`src/hdl/lpcm_pkg.sv`:
```
// Shared constants, types and the sample decoder of the linear PCM rate converter.
package lpcm_pkg;

	localparam int MAX_STEP       = 64;
	localparam int MAX_OUT_PER_IN = 64;
	localparam int STEP_W         = 7;
	localparam int CNT_W          = 7;
	localparam int DEN_W          = 16;
	localparam int FRAC_W         = 17;
	localparam int SMP_W          = 16;
	localparam int PSUM_W         = 24;
	localparam int PROD_W         = 33;
	localparam int VAL_W          = 25;
	localparam int DIV_W          = 32;
	localparam int DIV_CNT_W      = 5;
	localparam int CFG_IDX_W      = 3;
	localparam int CFG_DATA_W     = 16;
	localparam int NUM_CH         = 2;
	localparam int CH_L           = 0;
	localparam int CH_R           = 1;

	localparam logic [SMP_W-1:0] SAMPLE_BIAS = 16'h8000;

	localparam logic [CFG_IDX_W-1:0] REG_STEP_WHOLE    = 3'd0;
	localparam logic [CFG_IDX_W-1:0] REG_STEP_NUM      = 3'd1;
	localparam logic [CFG_IDX_W-1:0] REG_STEP_DEN      = 3'd2;
	localparam logic [CFG_IDX_W-1:0] REG_WIDE          = 3'd3;
	localparam logic [CFG_IDX_W-1:0] REG_UNSIGNED      = 3'd4;
	localparam logic [CFG_IDX_W-1:0] REG_LITTLE_ENDIAN = 3'd5;
	localparam logic [CFG_IDX_W-1:0] REG_LAYOUT        = 3'd6;

	localparam logic [1:0] LAYOUT_LR = 2'd1;
	localparam logic [1:0] LAYOUT_RL = 2'd2;

	typedef struct packed {
		logic load_frame;
		logic prime;
		logic begin_out;
		logic consume;
		logic mul_new;
		logic mul_old;
		logic div1_start;
		logic latch_q1;
		logic div2_start;
		logic result;
		logic skip_start;
		logic skip_apply;
		logic emit;
		logic flush;
	} cmd_t;

	typedef struct packed {
		logic primed;
		logic steps_zero;
		logic begin_zero;
		logic num_zero;
		logic consume_last;
		logic steps_gt1;
		logic div_done;
		logic slot_free;
		logic pend_valid;
	} stat_t;

	// Turns the two stored bytes of one channel into a signed 16-bit scale sample.
	function automatic logic signed [SMP_W-1:0] decode_sample(input logic [15:0] bytes,
		input logic wide, input logic uns, input logic le);
		logic [SMP_W-1:0] raw;
		if (!wide) begin
			raw = {bytes[7:0], 8'h00};
		end else if (le) begin
			raw = bytes;
		end else begin
			raw = {bytes[7:0], bytes[15:8]};
		end
		if (uns) begin
			raw = raw ^ SAMPLE_BIAS;
		end
		return $signed(raw);
	endfunction

endpackage

```
`src/hdl/lpcm_div.sv`:
```
// Restoring unsigned divider, one quotient bit per cycle.
module lpcm_div (
	input  logic                             clk,
	input  logic                             arst_n,
	input  logic                             start,
	input  logic [lpcm_pkg::DIV_W-1:0]       dividend,
	input  logic [lpcm_pkg::DEN_W-1:0]       divisor,
	output logic                             done,
	output logic [lpcm_pkg::DIV_W-1:0]       quotient,
	output logic [lpcm_pkg::DEN_W-1:0]       remainder
);
	import lpcm_pkg::*;

	logic                 busy_q;
	logic                 done_q;
	logic [DIV_CNT_W-1:0] cnt_q;
	logic [DIV_W-1:0]     quo_q;
	logic [DEN_W-1:0]     rem_q;
	logic [DEN_W-1:0]     dvs_q;
	logic [DEN_W:0]       trial;
	logic [DEN_W:0]       diff;
	logic                 fits;

	always_comb begin
		trial = {rem_q, quo_q[DIV_W-1]};
		diff  = trial - {1'b0, dvs_q};
		fits  = trial >= {1'b0, dvs_q};
	end

	always_ff @(posedge clk or negedge arst_n) begin
		if (!arst_n) begin
			busy_q <= 1'b0;
			done_q <= 1'b0;
			cnt_q  <= '0;
		end else begin
			done_q <= 1'b0;
			if (start) begin
				busy_q <= 1'b1;
				cnt_q  <= '0;
			end else if (busy_q) begin
				cnt_q <= cnt_q + 1'b1;
				if (cnt_q == DIV_CNT_W'(DIV_W - 1)) begin
					busy_q <= 1'b0;
					done_q <= 1'b1;
				end
			end
		end
	end

	always_ff @(posedge clk) begin
		if (start) begin
			quo_q <= dividend;
			rem_q <= '0;
			dvs_q <= divisor;
		end else if (busy_q) begin
			quo_q <= {quo_q[DIV_W-2:0], fits};
			rem_q <= fits ? diff[DEN_W-1:0] : trial[DEN_W-1:0];
		end
	end

	assign done      = done_q;
	assign quotient  = quo_q;
	assign remainder = rem_q;

endmodule

```
`src/hdl/lpcm_dp.sv`:
```
// Datapath: configuration, sample state, interpolation arithmetic and result staging.
module lpcm_dp (
	input  logic                                clk,
	input  logic                                arst_n,
	input  logic                                cfg_write,
	input  logic [lpcm_pkg::CFG_IDX_W-1:0]      cfg_index,
	input  logic [lpcm_pkg::CFG_DATA_W-1:0]     cfg_data,
	input  logic [15:0]                         first_channel_bytes,
	input  logic [15:0]                         second_channel_bytes,
	input  lpcm_pkg::cmd_t                      cmd,
	output lpcm_pkg::stat_t                     stat,
	input  logic                                out_ready,
	output logic                                out_valid,
	output logic signed [lpcm_pkg::SMP_W-1:0]   left_out,
	output logic signed [lpcm_pkg::SMP_W-1:0]   right_out,
	output logic                                last_of_run
);
	import lpcm_pkg::*;

	// Configuration registers.
	logic [STEP_W-1:0] whole_q;
	logic [DEN_W-1:0]  num_q;
	logic [DEN_W-1:0]  den_q;
	logic              wide_q;
	logic              uns_q;
	logic              le_q;
	logic [1:0]        layout_q;

	// Stream state.
	logic signed [SMP_W-1:0]  frame_q [NUM_CH];
	logic signed [SMP_W-1:0]  older_q [NUM_CH];
	logic signed [SMP_W-1:0]  newer_q [NUM_CH];
	logic signed [PSUM_W-1:0] psum_q  [NUM_CH];
	logic [FRAC_W-1:0]        frac_q;
	logic [STEP_W-1:0]        need_q;
	logic [STEP_W-1:0]        done_q;
	logic                     primed_q;

	// Arithmetic staging.
	logic signed [PROD_W-1:0] pn_q    [NUM_CH];
	logic signed [PROD_W-1:0] acc_q   [NUM_CH];
	logic                     sign1_q [NUM_CH];
	logic signed [VAL_W-1:0]  v_q     [NUM_CH];
	logic                     sign2_q [NUM_CH];
	logic [SMP_W-1:0]         res_q   [NUM_CH];
	logic [SMP_W-1:0]         pend_q  [NUM_CH];
	logic                     pend_valid_q;

	// Output register.
	logic                     out_valid_q;
	logic [SMP_W-1:0]         out_q [NUM_CH];
	logic                     last_q;

	logic [DEN_W-1:0]         den_eff;
	logic [DEN_W-1:0]         num_eff;
	logic [STEP_W-1:0]        whole_eff;
	logic                     carry;
	logic [FRAC_W-1:0]        frac_a;
	logic [FRAC_W-1:0]        frac_b;
	logic [STEP_W-1:0]        s_next;
	logic [DEN_W-1:0]         f;
	logic signed [DEN_W:0]    fs;
	logic signed [DEN_W:0]    dmfs;
	logic [FRAC_W:0]          skip_x;
	logic [FRAC_W:0]          skip_frac;
	logic signed [SMP_W-1:0]  dec_first;
	logic signed [SMP_W-1:0]  dec_second;
	logic signed [SMP_W-1:0]  fl;
	logic signed [SMP_W-1:0]  fr;
	logic [PROD_W-1:0]        acc_abs [NUM_CH];
	logic [VAL_W-1:0]         v_abs   [NUM_CH];
	logic signed [FRAC_W:0]   q1s     [NUM_CH];
	logic [SMP_W-1:0]         q2      [NUM_CH];
	logic [DIV_W-1:0]         dvd     [NUM_CH];
	logic [DEN_W-1:0]         dvs     [NUM_CH];
	logic [NUM_CH-1:0]        div_go;
	logic [NUM_CH-1:0]        div_done;
	logic [DIV_W-1:0]         quo     [NUM_CH];
	logic [DEN_W-1:0]         rem     [NUM_CH];
	logic                     slot_free;
	logic                     out_load;

	always_ff @(posedge clk or negedge arst_n) begin
		if (!arst_n) begin
			whole_q  <= STEP_W'(1);
			num_q    <= '0;
			den_q    <= DEN_W'(1);
			wide_q   <= 1'b1;
			uns_q    <= 1'b0;
			le_q     <= 1'b1;
			layout_q <= LAYOUT_LR;
		end else if (cfg_write) begin
			unique case (cfg_index)
				REG_STEP_WHOLE:    whole_q  <= cfg_data[STEP_W-1:0];
				REG_STEP_NUM:      num_q    <= cfg_data;
				REG_STEP_DEN:      den_q    <= cfg_data;
				REG_WIDE:          wide_q   <= cfg_data[0];
				REG_UNSIGNED:      uns_q    <= cfg_data[0];
				REG_LITTLE_ENDIAN: le_q     <= cfg_data[0];
				REG_LAYOUT:        layout_q <= cfg_data[1:0];
				default: ;
			endcase
		end
	end

	always_comb begin
		den_eff   = (den_q == '0) ? DEN_W'(1) : den_q;
		num_eff   = (num_q >= den_eff) ? den_eff - 1'b1 : num_q;
		whole_eff = (whole_q > STEP_W'(MAX_STEP)) ? STEP_W'(MAX_STEP) : whole_q;
		carry     = frac_q >= {1'b0, den_eff};
		frac_a    = carry ? frac_q - {1'b0, den_eff} : frac_q;
		frac_b    = (frac_a >= {1'b0, den_eff}) ? {1'b0, den_eff - 1'b1} : frac_a;
		s_next    = whole_eff + STEP_W'(carry);
		f         = (frac_q < {1'b0, den_eff}) ? frac_q[DEN_W-1:0] : den_eff - 1'b1;
		fs        = $signed({1'b0, f});
		dmfs      = $signed({1'b0, den_eff - f});
		skip_x    = {2'b00, den_eff} + {2'b00, num_eff} - (FRAC_W+1)'(1) - {1'b0, frac_q};
		skip_frac = {2'b00, den_eff} + {2'b00, num_eff} - (FRAC_W+1)'(1)
			- {2'b00, rem[CH_L]};
	end

	always_comb begin
		dec_first  = decode_sample(first_channel_bytes, wide_q, uns_q, le_q);
		dec_second = decode_sample(second_channel_bytes, wide_q, uns_q, le_q);
		unique case (layout_q)
			LAYOUT_LR: begin
				fl = dec_first;
				fr = dec_second;
			end
			LAYOUT_RL: begin
				fl = dec_second;
				fr = dec_first;
			end
			default: begin
				fl = dec_first;
				fr = dec_first;
			end
		endcase
	end

	always_comb begin
		for (int c = 0; c < NUM_CH; c++) begin
			acc_abs[c] = acc_q[c][PROD_W-1] ? PROD_W'(-acc_q[c]) : PROD_W'(acc_q[c]);
			v_abs[c]   = v_q[c][VAL_W-1] ? VAL_W'(-v_q[c]) : VAL_W'(v_q[c]);
			q1s[c]     = sign1_q[c] ? -$signed({1'b0, quo[c][DEN_W:0]})
				: $signed({1'b0, quo[c][DEN_W:0]});
			q2[c]      = sign2_q[c] ? SMP_W'(-quo[c][SMP_W-1:0]) : quo[c][SMP_W-1:0];
			if (cmd.skip_start) begin
				dvd[c] = DIV_W'(skip_x);
				dvs[c] = num_eff;
			end else if (cmd.div2_start) begin
				dvd[c] = DIV_W'(v_abs[c]);
				dvs[c] = DEN_W'(need_q);
			end else begin
				dvd[c] = acc_abs[c][DIV_W-1:0];
				dvs[c] = den_eff;
			end
		end
	end

	for (genvar g = 0; g < NUM_CH; g++) begin : g_div
		if (g == CH_L) begin : g_shared
			assign div_go[g] = cmd.div1_start | cmd.div2_start | cmd.skip_start;
		end else begin : g_plain
			assign div_go[g] = cmd.div1_start | cmd.div2_start;
		end
		lpcm_div u_div (
			.clk       (clk),
			.arst_n    (arst_n),
			.start     (div_go[g]),
			.dividend  (dvd[g]),
			.divisor   (dvs[g]),
			.done      (div_done[g]),
			.quotient  (quo[g]),
			.remainder (rem[g])
		);
	end

	always_ff @(posedge clk or negedge arst_n) begin
		if (!arst_n) begin
			primed_q <= 1'b0;
			frac_q   <= '0;
			need_q   <= '0;
			done_q   <= '0;
			for (int c = 0; c < NUM_CH; c++) begin
				older_q[c] <= '0;
				newer_q[c] <= '0;
				psum_q[c]  <= '0;
			end
		end else begin
			if (cmd.prime) begin
				primed_q   <= 1'b1;
				older_q[CH_L] <= frame_q[CH_L];
				older_q[CH_R] <= frame_q[CH_R];
				newer_q[CH_L] <= frame_q[CH_L];
				newer_q[CH_R] <= frame_q[CH_R];
			end
			if (cmd.begin_out) begin
				frac_q <= frac_b;
				need_q <= s_next;
				done_q <= '0;
				for (int c = 0; c < NUM_CH; c++) begin
					psum_q[c] <= '0;
					if (s_next != '0) begin
						older_q[c] <= newer_q[c];
					end
				end
			end
			if (cmd.consume) begin
				done_q <= done_q + 1'b1;
				for (int c = 0; c < NUM_CH; c++) begin
					newer_q[c] <= frame_q[c];
					if ({1'b0, done_q} + (STEP_W+1)'(1) < {1'b0, need_q}) begin
						psum_q[c] <= psum_q[c] + PSUM_W'(frame_q[c]);
					end
				end
			end
			if (cmd.result) begin
				frac_q <= {1'b0, f} + {1'b0, num_eff};
			end
			if (cmd.skip_apply) begin
				frac_q <= skip_frac[FRAC_W-1:0];
			end
		end
	end

	always_ff @(posedge clk) begin
		if (cmd.load_frame) begin
			frame_q[CH_L] <= fl;
			frame_q[CH_R] <= fr;
		end
		for (int c = 0; c < NUM_CH; c++) begin
			if (cmd.mul_new) begin
				pn_q[c] <= newer_q[c] * fs;
			end
			if (cmd.mul_old) begin
				acc_q[c] <= pn_q[c] + older_q[c] * dmfs;
			end
			if (cmd.div1_start) begin
				sign1_q[c] <= acc_q[c][PROD_W-1];
			end
			if (cmd.latch_q1) begin
				v_q[c] <= VAL_W'(q1s[c]) + VAL_W'(psum_q[c]);
			end
			if (cmd.div2_start) begin
				sign2_q[c] <= v_q[c][VAL_W-1];
			end
			if (cmd.result) begin
				res_q[c] <= (need_q > STEP_W'(1)) ? q2[c] : v_q[c][SMP_W-1:0];
			end
			if (cmd.emit) begin
				pend_q[c] <= res_q[c];
			end
			if (out_load) begin
				out_q[c] <= pend_q[c];
			end
		end
		if (out_load) begin
			last_q <= cmd.flush;
		end
	end

	assign slot_free = !out_valid_q || out_ready;
	assign out_load  = (cmd.emit && pend_valid_q) || cmd.flush;

	always_ff @(posedge clk or negedge arst_n) begin
		if (!arst_n) begin
			pend_valid_q <= 1'b0;
			out_valid_q  <= 1'b0;
		end else begin
			if (cmd.emit) begin
				pend_valid_q <= 1'b1;
			end else if (cmd.flush) begin
				pend_valid_q <= 1'b0;
			end
			if (out_load) begin
				out_valid_q <= 1'b1;
			end else if (out_ready) begin
				out_valid_q <= 1'b0;
			end
		end
	end

	always_comb begin
		stat.primed       = primed_q;
		stat.steps_zero   = need_q == '0;
		stat.begin_zero   = s_next == '0;
		stat.num_zero     = num_eff == '0;
		stat.consume_last = {1'b0, done_q} + (STEP_W+1)'(1) >= {1'b0, need_q};
		stat.steps_gt1    = need_q > STEP_W'(1);
		stat.div_done     = div_done[CH_L];
		stat.slot_free    = slot_free;
		stat.pend_valid   = pend_valid_q;
	end

	assign out_valid   = out_valid_q;
	assign left_out    = $signed(out_q[CH_L]);
	assign right_out   = $signed(out_q[CH_R]);
	assign last_of_run = last_q;

endmodule

```
`src/hdl/lpcm_ctrl.sv`:
```
// Controller state machine that sequences priming, stepping, interpolation and output.
module lpcm_ctrl (
	input  logic              clk,
	input  logic              arst_n,
	input  logic              in_valid,
	output logic              in_ready,
	input  lpcm_pkg::stat_t   stat,
	output lpcm_pkg::cmd_t    cmd
);
	import lpcm_pkg::*;

	typedef enum logic [3:0] {
		S_IDLE, S_PRIME, S_BEGIN, S_CONSUME, S_MUL1, S_MUL2, S_DIV1S, S_DIV1W,
		S_DIV2S, S_DIV2W, S_RESULT, S_EMIT, S_SKIPS, S_SKIPW, S_END
	} state_t;

	state_t           state_q;
	logic [CNT_W-1:0] count_q;
	logic             frame_pend_q;
	logic             cap;

	assign cap      = count_q >= CNT_W'(MAX_OUT_PER_IN);
	assign in_ready = state_q == S_IDLE;

	always_comb begin
		cmd = '0;
		unique case (state_q)
			S_IDLE:    cmd.load_frame = in_valid;
			S_PRIME:   cmd.prime      = 1'b1;
			S_BEGIN:   cmd.begin_out  = 1'b1;
			S_CONSUME: cmd.consume    = 1'b1;
			S_MUL1:    cmd.mul_new    = 1'b1;
			S_MUL2:    cmd.mul_old    = 1'b1;
			S_DIV1S:   cmd.div1_start = 1'b1;
			S_DIV1W:   cmd.latch_q1   = stat.div_done;
			S_DIV2S:   cmd.div2_start = 1'b1;
			S_DIV2W:   ;
			S_RESULT:  cmd.result     = 1'b1;
			S_EMIT:    cmd.emit       = !stat.pend_valid || stat.slot_free;
			S_SKIPS:   cmd.skip_start = 1'b1;
			S_SKIPW:   cmd.skip_apply = stat.div_done;
			S_END:     cmd.flush      = stat.pend_valid && stat.slot_free;
			default: ;
		endcase
	end

	always_ff @(posedge clk or negedge arst_n) begin
		if (!arst_n) begin
			state_q      <= S_IDLE;
			count_q      <= '0;
			frame_pend_q <= 1'b0;
		end else begin
			unique case (state_q)
				S_IDLE: begin
					if (in_valid) begin
						count_q      <= '0;
						frame_pend_q <= stat.primed && stat.steps_zero;
						if (!stat.primed) begin
							state_q <= S_PRIME;
						end else if (stat.steps_zero) begin
							state_q <= S_BEGIN;
						end else begin
							state_q <= S_CONSUME;
						end
					end
				end
				S_PRIME: state_q <= S_BEGIN;
				S_BEGIN: begin
					if (!stat.begin_zero) begin
						state_q <= frame_pend_q ? S_CONSUME : S_END;
					end else if (!cap) begin
						state_q <= S_MUL1;
					end else if (stat.num_zero) begin
						state_q <= S_END;
					end else begin
						state_q <= S_SKIPS;
					end
				end
				S_CONSUME: begin
					frame_pend_q <= 1'b0;
					state_q      <= stat.consume_last ? S_MUL1 : S_END;
				end
				S_MUL1:  state_q <= S_MUL2;
				S_MUL2:  state_q <= S_DIV1S;
				S_DIV1S: state_q <= S_DIV1W;
				S_DIV1W: begin
					if (stat.div_done) begin
						state_q <= stat.steps_gt1 ? S_DIV2S : S_RESULT;
					end
				end
				S_DIV2S: state_q <= S_DIV2W;
				S_DIV2W: begin
					if (stat.div_done) begin
						state_q <= S_RESULT;
					end
				end
				S_RESULT: state_q <= cap ? S_BEGIN : S_EMIT;
				S_EMIT: begin
					if (cmd.emit) begin
						count_q <= count_q + 1'b1;
						state_q <= S_BEGIN;
					end
				end
				S_SKIPS: state_q <= S_SKIPW;
				S_SKIPW: begin
					if (stat.div_done) begin
						state_q <= S_BEGIN;
					end
				end
				S_END: begin
					if (!stat.pend_valid || cmd.flush) begin
						state_q <= S_IDLE;
					end
				end
				default: state_q <= S_IDLE;
			endcase
		end
	end

	a_count_cap: assert property (@(posedge clk) disable iff (!arst_n)
		count_q <= CNT_W'(MAX_OUT_PER_IN))
		else $error("result count exceeded the per-request cap");

	a_emit_below_cap: assert property (@(posedge clk) disable iff (!arst_n)
		cmd.emit |-> !cap)
		else $error("result staged after the per-request cap");

	a_emit_counts: assert property (@(posedge clk) disable iff (!arst_n)
		cmd.emit |=> count_q == $past(count_q) + 1'b1)
		else $error("staged result was not counted");

	a_idle_drained: assert property (@(posedge clk) disable iff (!arst_n)
		in_ready |-> !stat.pend_valid)
		else $error("a staged result is still held while idle");

endmodule

```
`src/hdl/linear_pcm_rate_converter.sv`:
```
// Top level of the linear interpolation PCM sample rate converter.
// One request is taken at a time; in_ready is high only while the block is idle.
// A request that only advances the step counter passes the consume and end states;
// each result runs the radix-2 dividers by the denominator and, when it averages more
// than one step, by the step count; results past the cap are skipped by a division by the numerator.
// Reset clears the stream state but the held frame, and loads the default ratio of one
// with stereo 16-bit little-endian signed samples; the first request after reset primes the stream.
module linear_pcm_rate_converter (
	input  logic                                clk,
	input  logic                                arst_n,
	input  logic                                cfg_write,
	input  logic [lpcm_pkg::CFG_IDX_W-1:0]      cfg_index,
	input  logic [lpcm_pkg::CFG_DATA_W-1:0]     cfg_data,
	input  logic                                in_valid,
	output logic                                in_ready,
	input  logic [15:0]                         first_channel_bytes,
	input  logic [15:0]                         second_channel_bytes,
	output logic                                out_valid,
	input  logic                                out_ready,
	output logic signed [lpcm_pkg::SMP_W-1:0]   left_out,
	output logic signed [lpcm_pkg::SMP_W-1:0]   right_out,
	output logic                                last_of_run
);
	import lpcm_pkg::*;

	// The controller issues one command group per cycle and reads back status.
	cmd_t  cmd;
	stat_t stat;

	// The controller walks each request through priming, stepping and the
	// interpolation sequence, and decides when a result leaves the block.
	lpcm_ctrl u_ctrl (
		.clk      (clk),
		.arst_n   (arst_n),
		.in_valid (in_valid),
		.in_ready (in_ready),
		.stat     (stat),
		.cmd      (cmd)
	);

	// The datapath holds the configuration, the sample history, the per-channel
	// multipliers and dividers, and a one-deep staging register that lets the
	// last result of a request be marked before it is released.
	lpcm_dp u_dp (
		.clk                  (clk),
		.arst_n               (arst_n),
		.cfg_write            (cfg_write),
		.cfg_index            (cfg_index),
		.cfg_data             (cfg_data),
		.first_channel_bytes  (first_channel_bytes),
		.second_channel_bytes (second_channel_bytes),
		.cmd                  (cmd),
		.stat                 (stat),
		.out_ready            (out_ready),
		.out_valid            (out_valid),
		.left_out             (left_out),
		.right_out            (right_out),
		.last_of_run          (last_of_run)
	);

endmodule

```
`config.mk`:
```
export PLATFORM = sky130hd
export DESIGN_NAME = linear_pcm_rate_converter
export DESIGN_NICKNAME = d
export VERILOG_FILES = /design/src/hdl/lpcm_pkg.sv /design/src/hdl/lpcm_div.sv /design/src/hdl/lpcm_dp.sv /design/src/hdl/lpcm_ctrl.sv /design/src/hdl/linear_pcm_rate_converter.sv
export SDC_FILE = /design/constraint.sdc
export NUM_CORES = 2
export LEC_CHECK = 0
export BUFFER_PORTS_ARGS = -buffer_cell sky130_fd_sc_hd__buf_2
export CORE_ASPECT_RATIO = 1.5
export CORE_UTILIZATION = 30
export DETAILED_ROUTE_END_ITERATION = 10
export PLACE_DENSITY = 0.45
export SLEW_MARGIN = 20
export SYNTH_ARGS = -nofsm -noshare
export SYNTH_HDL_FRONTEND = slang
export SYNTH_SLANG_ARGS = --single-unit
```
`constraint.sdc`:
```
create_clock -name clk -period 19.2 [get_ports clk]
set_input_delay 0.96 -clock clk [delete_from_list [all_inputs] [get_ports clk]]
set_output_delay 0.96 -clock clk [all_outputs]
set_load 0.01 [all_outputs]
```
Word level (Yosys, flattened, before mapping) --
Memory sizes are Yosys's and may differ from the RTL's. Index checks and enable logic that the tools add are counted.
Storage, ports and cells: register bits 344, memory bits (writable) 314, input port bits 56, output and inout port bits 35, logic and storage cells 278, memories 9
Cells by class: add/sub/neg operators 30, $mul 4, $lt $le $gt $ge 11, equality and inequality tests 30, muxes and demuxes 121, bitwise operators 4, reductions and logical operators 35
Memories:
- u_dp.acc_q | words 2, bits a word 33, read ports 2, clocked after Yosys merged registers in 0, wr ports 2, line lpcm_dp.sv:41 | logic signed [PROD_W-1:0] acc_q [NUM_CH];
- u_dp.pn_q | words 2, bits a word 33, read ports 2, clocked after Yosys merged registers in 0, wr ports 2, line lpcm_dp.sv:40 | logic signed [PROD_W-1:0] pn_q [NUM_CH];
- u_dp.v_q | words 2, bits a word 25, read ports 2, clocked after Yosys merged registers in 0, wr ports 2, line lpcm_dp.sv:43 | logic signed [VAL_W-1:0] v_q [NUM_CH];
- u_dp.frame_q | words 2, bits a word 16, read ports 2, clocked after Yosys merged registers in 0, wr ports 2, line lpcm_dp.sv:30 | logic signed [SMP_W-1:0] frame_q [NUM_CH];
- u_dp.out_q | words 2, bits a word 16, read ports 2, clocked after Yosys merged registers in 0, wr ports 2, line lpcm_dp.sv:51 | logic [SMP_W-1:0] out_q [NUM_CH];
- u_dp.pend_q | words 2, bits a word 16, read ports 2, clocked after Yosys merged registers in 0, wr ports 2, line lpcm_dp.sv:46 | logic [SMP_W-1:0] pend_q [NUM_CH];
- 3 more memories
Operators with widths (number):
- two-way mux 32 bit | 14
- two-way mux 16 bit | 21
- multiplier 16 x 17 -> 33 bit | 4
- two-way mux 48 bit | 2
- two-way mux 17 bit | 5
- >= comparator 17 x 16 -> 1 bit | 4
- adder 33 bit | 2
- negator 32 bit | 2
- case mux 4 bit (15 select lines) | 1
- adder 18 x 24 -> 25 bit | 2
- two-way mux 25 bit | 2
- negator 25 bit | 2
- adder 24 x 16 -> 24 bit | 2
- two-way mux 24 bit | 2
- two-way mux 4 bit | 12
- subtractor 16 bit | 3
- two-way mux 1 bit | 47
- two-way mux 18 bit | 2
- negator 17 -> 18 bit | 2
- two-way mux 7 bit | 5
- adder 16 x 16 -> 17 bit | 2
- subtractor 17 x 16 -> 17 bit | 2
- logical NOT 16 bit | 2
- negator 16 bit | 2
- 44 further kinds | 91

Depth between registers and ports, before layout --
depth in word-level cells 9, gate-level depth with buffers 54, gate-level depth less buffers 50

Cells and area by module --
From an unflattened synthesis, not the netlist that was laid out.
Unflattened totals: cells, all modules 8433, area total of the unflattened synthesis 79153.4 um2
By module, submodules not included:
- lpcm_dp | times used 1, cells an instance 7614, area each 70304.9 um2, sequential area each 14219.9 um2
- lpcm_div at u_dp.g_div[0].u_div | times used 1, cells an instance 353, area each 3927.5 um2, sequential area each 1936.9 um2
- lpcm_div at u_dp.g_div[1].u_div | times used 1, cells an instance 351, area each 3897.5 um2, sequential area each 1936.9 um2
- lpcm_ctrl | times used 1, cells an instance 115, area each 1023.5 um2, sequential area each 300.3 um2

Worst setup path before layout --
No wires, ideal clock.
path kind flip-flop to flip-flop, start register u_dp.den_q[10], end memory u_dp.acc_q[1][31] (netlist: u_dp.acc_q[0][64]) (data pin), setup time 0.255 ns, arrival time 11.706 ns, required time 18.945 ns, setup slack 7.239 ns, cell stages (with the launch flop) 50, path buffers 4, period minus slack after synthesis 11.961 ns, path through dfrtp_1 > or4_1 > nor3_1 > nand4_1 > nor2_1 > nor2_1 > inv_1 > ha_1 > nor2b_1 > o211ai_1 > a21oi_1 > o21ai_0 > a31o_2 > nor3b_1 > clkbuf_1 > clkbuf_1 > mux2i_1 > inv_1 > [14 not listed] > fa_1 > fa_1 > fa_1 > inv_1 > fa_1 > fa_1 > inv_1 > fa_1 > inv_1 > ha_1 > a21o_1 > a21oi_1 > nand4_1 > nand3_1 > and2_1 > a211oi_1 > or4b_2 > and3_1
RTL lines:
- start, declared | line lpcm_dp.sv:23 | logic [DEN_W-1:0] den_q;
- start signal, assigned | line lpcm_dp.sv:96 | REG_STEP_DEN: den_q <= cfg_data;
- end, declared | line lpcm_dp.sv:41

==> results.md <==
Floorplan:
- The die covers 260500 um2.
- In this run the count of I/O pins placed on the die edge is just over 90.
- The vertical die dimension is ~620 um.
- In this run the horizontal extent of the chip is 417.0 um.
- The initialized floorplan defines ~230 standard-cell rows.
- For this configuration, the core starts out at a cell density of 0.3016.
- The core area is 257000 um2.

Finish:
- The fraction of layout instances using a drive strength above 1 is 0.06603.
- The final instance count without filler cells is between 10000 and 15000.
- Compared with the post-synthesis result, the final layout area differs by 9.930%.
- The number of filler cells placed in the layout is roughly 27000.
- Once layout is complete, the utilization of the core stands at 0.3315.
- In the layout the commonest cells are inv_1 (1386), nand2_1 (860), fa_1 (852), ha_1 (772), and2_1 (474).
- Leaving out fill and tap cells, the most frequent cell in the layout is inv_1.
- The post-layout net count is 9948.

Detailed routing:
- The routed layout has 58279 vias.
- The via count normalized by instance count is 4.926.
- The routed length per instance is 22.41 um.
- The number of detailed-route iterations in the first pass is 6.
- The starting DRC count in detailed routing is between 3000 and 4000.
- For this run, design rule violations remaining after detail routing come to 0.
- The count of nets left with antenna violations once routing finished came out at 0.
- The overall routed net length is 265100 um.

Clock tree:
- After clock tree synthesis, the clock-pin slew on the worst setup and hold paths is 0.08 ns.
- For the worst-skew pair, the clock arrives at the later sink with an insertion delay of between 0.7 and 0.8 ns.
- After clock tree synthesis, the setup repair step added 0 buffers.
- The count of hold-fix buffers inserted at cts is 0.
- The root buffer selected by CTS is clkbuf_16.
- In this run the deepest clock path goes through 3 buffers.
- Once the clock tree was built, the resizer swapped 0 gates to a different size.
- The number of clock sinks seen by CTS is around 660.
- In this run the number of H-tree levels came out at 3.
- The clock buffer count from CTS is between 70 and 80.
- TritonCTS built the clock tree.

Worst setup path:
- The slowest stage of the critical path belongs to the cell or4_1.
- In this run the worst path has a maximum fanout of 32.
- The delay contributed by the slowest stage of the critical path is 0.58 ns.
- The arrival time of data at the critical path endpoint is between 10 and 15 ns.
- The required time of the critical path is about 20 ns.
- The worst setup path is launched from a flip-flop.
- The sort of element at the end of the critical path is a flip-flop.
- The most frequent cell on the critical path is inv_1.
- The worst setup path is of the flip-flop to flip-flop kind.

Placement:
- Detailed placement ended at an HPWL of approximately 210000 um.
- The post-placement cell count is around 12000.
- OpenSTA, run right after detailed placement, puts the worst setup slack at between 5 and 6 ns.
- The global placer's final weighted congestion is 0.9110.
- The count of buffers added on input and output ports is 90.

Timing:
- Setup repair after global routing left no endpoint under its margin.
- The clock skew after layout is approximately 0.054 ns.
- The share of the clock period used by the worst path is 0.7107.
- The total count of hold-check failures in the final report is 0.
- For this run, the top clock speed supported by timing is between 70 and 80 MHz.
- Headroom to the max-slew limit came out at 0.2711.
- The total count of max-transition violations in the final report is 0.
- The total negative slack for setup checks is 0 ns.
- At the pin with the least slew margin, the transition time is between 1 and 1.5 ns.
- Setup violations remaining at the end of the flow were counted as 0.
- Setup slack closes at 5.554 ns.
- The minimum clock period is 13.65 ns.

Job:
- Across the run, the number of max-cap violations was 0.

Synthesis:
- The gate count after technology mapping is ~8300.
- The number of nets in the synthesized netlist is ~10000.
- Counting flops with an async set or reset pin after synthesis yields a share of 0.3267.
- The post-synthesis area per instance is ~9.3 um2.
- For this run, the register share of the synthesized area comes to 0.2370.
- The most used flip-flop cell after synthesis is edfxtp_1.
- In this run, synthesis inferred around 400 flip-flops with an integrated enable.
- The count of state elements after synthesis is about 660.
- The mapped netlist covers ~78000 um2.
- The post-synthesis cell type count is a little under 80.
- The total number of yosys warnings is 0.

GRT:
- The via count of the first global-routing pass is between 60000 and 70000.
- The global routing usage summed across all routing layers is 0.2045.
- For this run the aggregate overflow at the end of global routing stands at 0.
- The number of antenna violations at the first check in global routing is 19.
- Entering global routing, the biggest net connects approximately 130 pins.
- The wire length of the first global-routing pass is around 400000 um.

Hold path:
- The min-delay analysis places its worst path in the category input pin to async pin.

Status:
- The run finished with clean final reports.
[Yosys cell counts, types with 31 or more instances]
cell      instances  area [um2]
xnor2_1         257        2251
nand2b_1         80       500.5
nor2_1          356        1336
nand4_1          33       206.5
or3_1            50       312.8
a21oi_1         373        1867
a21o_1          105       788.3
mux2i_1         103        1031
nand2_1         860        3228
nor2b_1          93       581.8
dfxtp_1          32       640.6
buf_1            32       120.1
and2_1          474        2965
xor2_1          219        1918
and3_1           33       206.5
o21a_1           55       412.9
o21ai_0         348        1742
edfxtp_1        411       12340
dfrtp_1         210        5255
inv_1          1386        5202
o21bai_1         31       232.7
clkbuf_1        297        1115
a31oi_1          32       200.2
o31ai_1          57       427.9
nor3_1          105       525.5
ha_1            772        9659
o22ai_1          31       193.9
fa_1            852       17060
nand3_1         141       705.7
mux2_2           89        1002
a211oi_1         43       322.8
[logic make-up (layout without fill, tap and decap cells)]
kind of cell / Yosys count / in the layout / synth area share
simple gates: 2326 / 2326 / 0.1461
buf+inv: 1727 / 1749 / 0.08379
fa+ha+maj: 1624 / 1624 / 0.3446
compound gates: 1291 / 1291 / 0.1044
flops: 658 / 658 / 0.2370
xor+xnor: 476 / 476 / 0.05378
mux: 206 / 206 / 0.03030
other cells: 0 / 50 / 0
[stage by stage]
step | cell area, um2 | hold WS, ns
final | 85210 | 0.1263
after floorplan | 77520 | 0.4003
after CTS | 85080 | 0.09113
after detailed placement | 82370 | 0.4045
after global routing | 85190 | 0.1234
after global placement | 82370 | 0.4036
[final timing paths]
kind                                    from                    endpoint  slack, ns  depth (start not counted)
min in group clk           u_dp.res_q[0][30]          u_dp.pend_q[0][30]       0.39                          0
max                           u_dp.den_q[10]           u_dp.acc_q[0][32]       5.55                         53
max in group asynchronous             arst_n  u_dp.g_div[0].u_div.busy_q      17.70                          2
max reg2reg                   u_dp.den_q[10]           u_dp.acc_q[0][32]       5.55                         53
min                                   arst_n            u_dp.layout_q[1]       0.13                          1
min reg2reg                u_dp.res_q[0][30]          u_dp.pend_q[0][30]       0.39                          0
[area by class of cell]
class	count	area, um2	share of cell area
Antenna cell	50	125.1	0.001468
Clock buffer	90	1953	0.02292
Clock inverter	49	758.2	0.008898
Inverter	1388	5210	0.06114
Multi-Input combinational cell	5923	53020	0.6222
Sequential cell	658	18370	0.2156
Tap cell	3450	4317	0.05066
Timing Repair Buffer	222	1464	0.01718
[flip-flops by register name, indices dropped and copies added, names as in the netlist, 4 cells and up]
register                    flops
u_ctrl.count_q                  7
u_dp.acc_q                     66
u_dp.older_q                   32
u_dp.frac_q                    17
u_dp.num_q                     16
u_dp.done_q                     7
u_dp.newer_q                   32
u_dp.need_q                     7
u_dp.g_div.u_div.remainder     32
u_dp.out_q                     32
u_dp.v_q                       50
u_dp.g_div.u_div.dvs_q         32
u_dp.pn_q                      66
u_dp.whole_q                    7
u_dp.g_div.u_div.cnt_q         10
u_dp.pend_q                    32
u_dp.g_div.u_div.quotient      64
u_dp.psum_q                    48
u_dp.frame_q                   32
u_dp.den_q                     16
u_ctrl.state_q                  4
u_dp.res_q                     32
[layer usage]
metal | vias up | wire length [um] | track usage
li1 | 27170 | - | -
met3 | 400 | 8138 | 0.01850
met4 | 2 | 15530 | 0.1058
met2 | 1168 | 137600 | 0.3777
met1 | 29539 | 103800 | 0.2318
met5 | - | 13 | 0
[worst max-delay path, delay by kind of cell, from the launching register on]
family | cells | cell delay (ns)
AOI/OAI and AO/OA | 14 | 3.11
muxes | 1 | 0.39
adders and majority gates | 10 | 4.41
and+or+nand+nor | 15 | 3.11
DFF | 1 | 0.48
buffers and inverters | 11 | 1.63
xor gates and xnor gates | 2 | 0.21
Power is left out: the tool's default activity adds up to more than one toggle a clock period on the data nets, which glitch-free logic cannot reach.
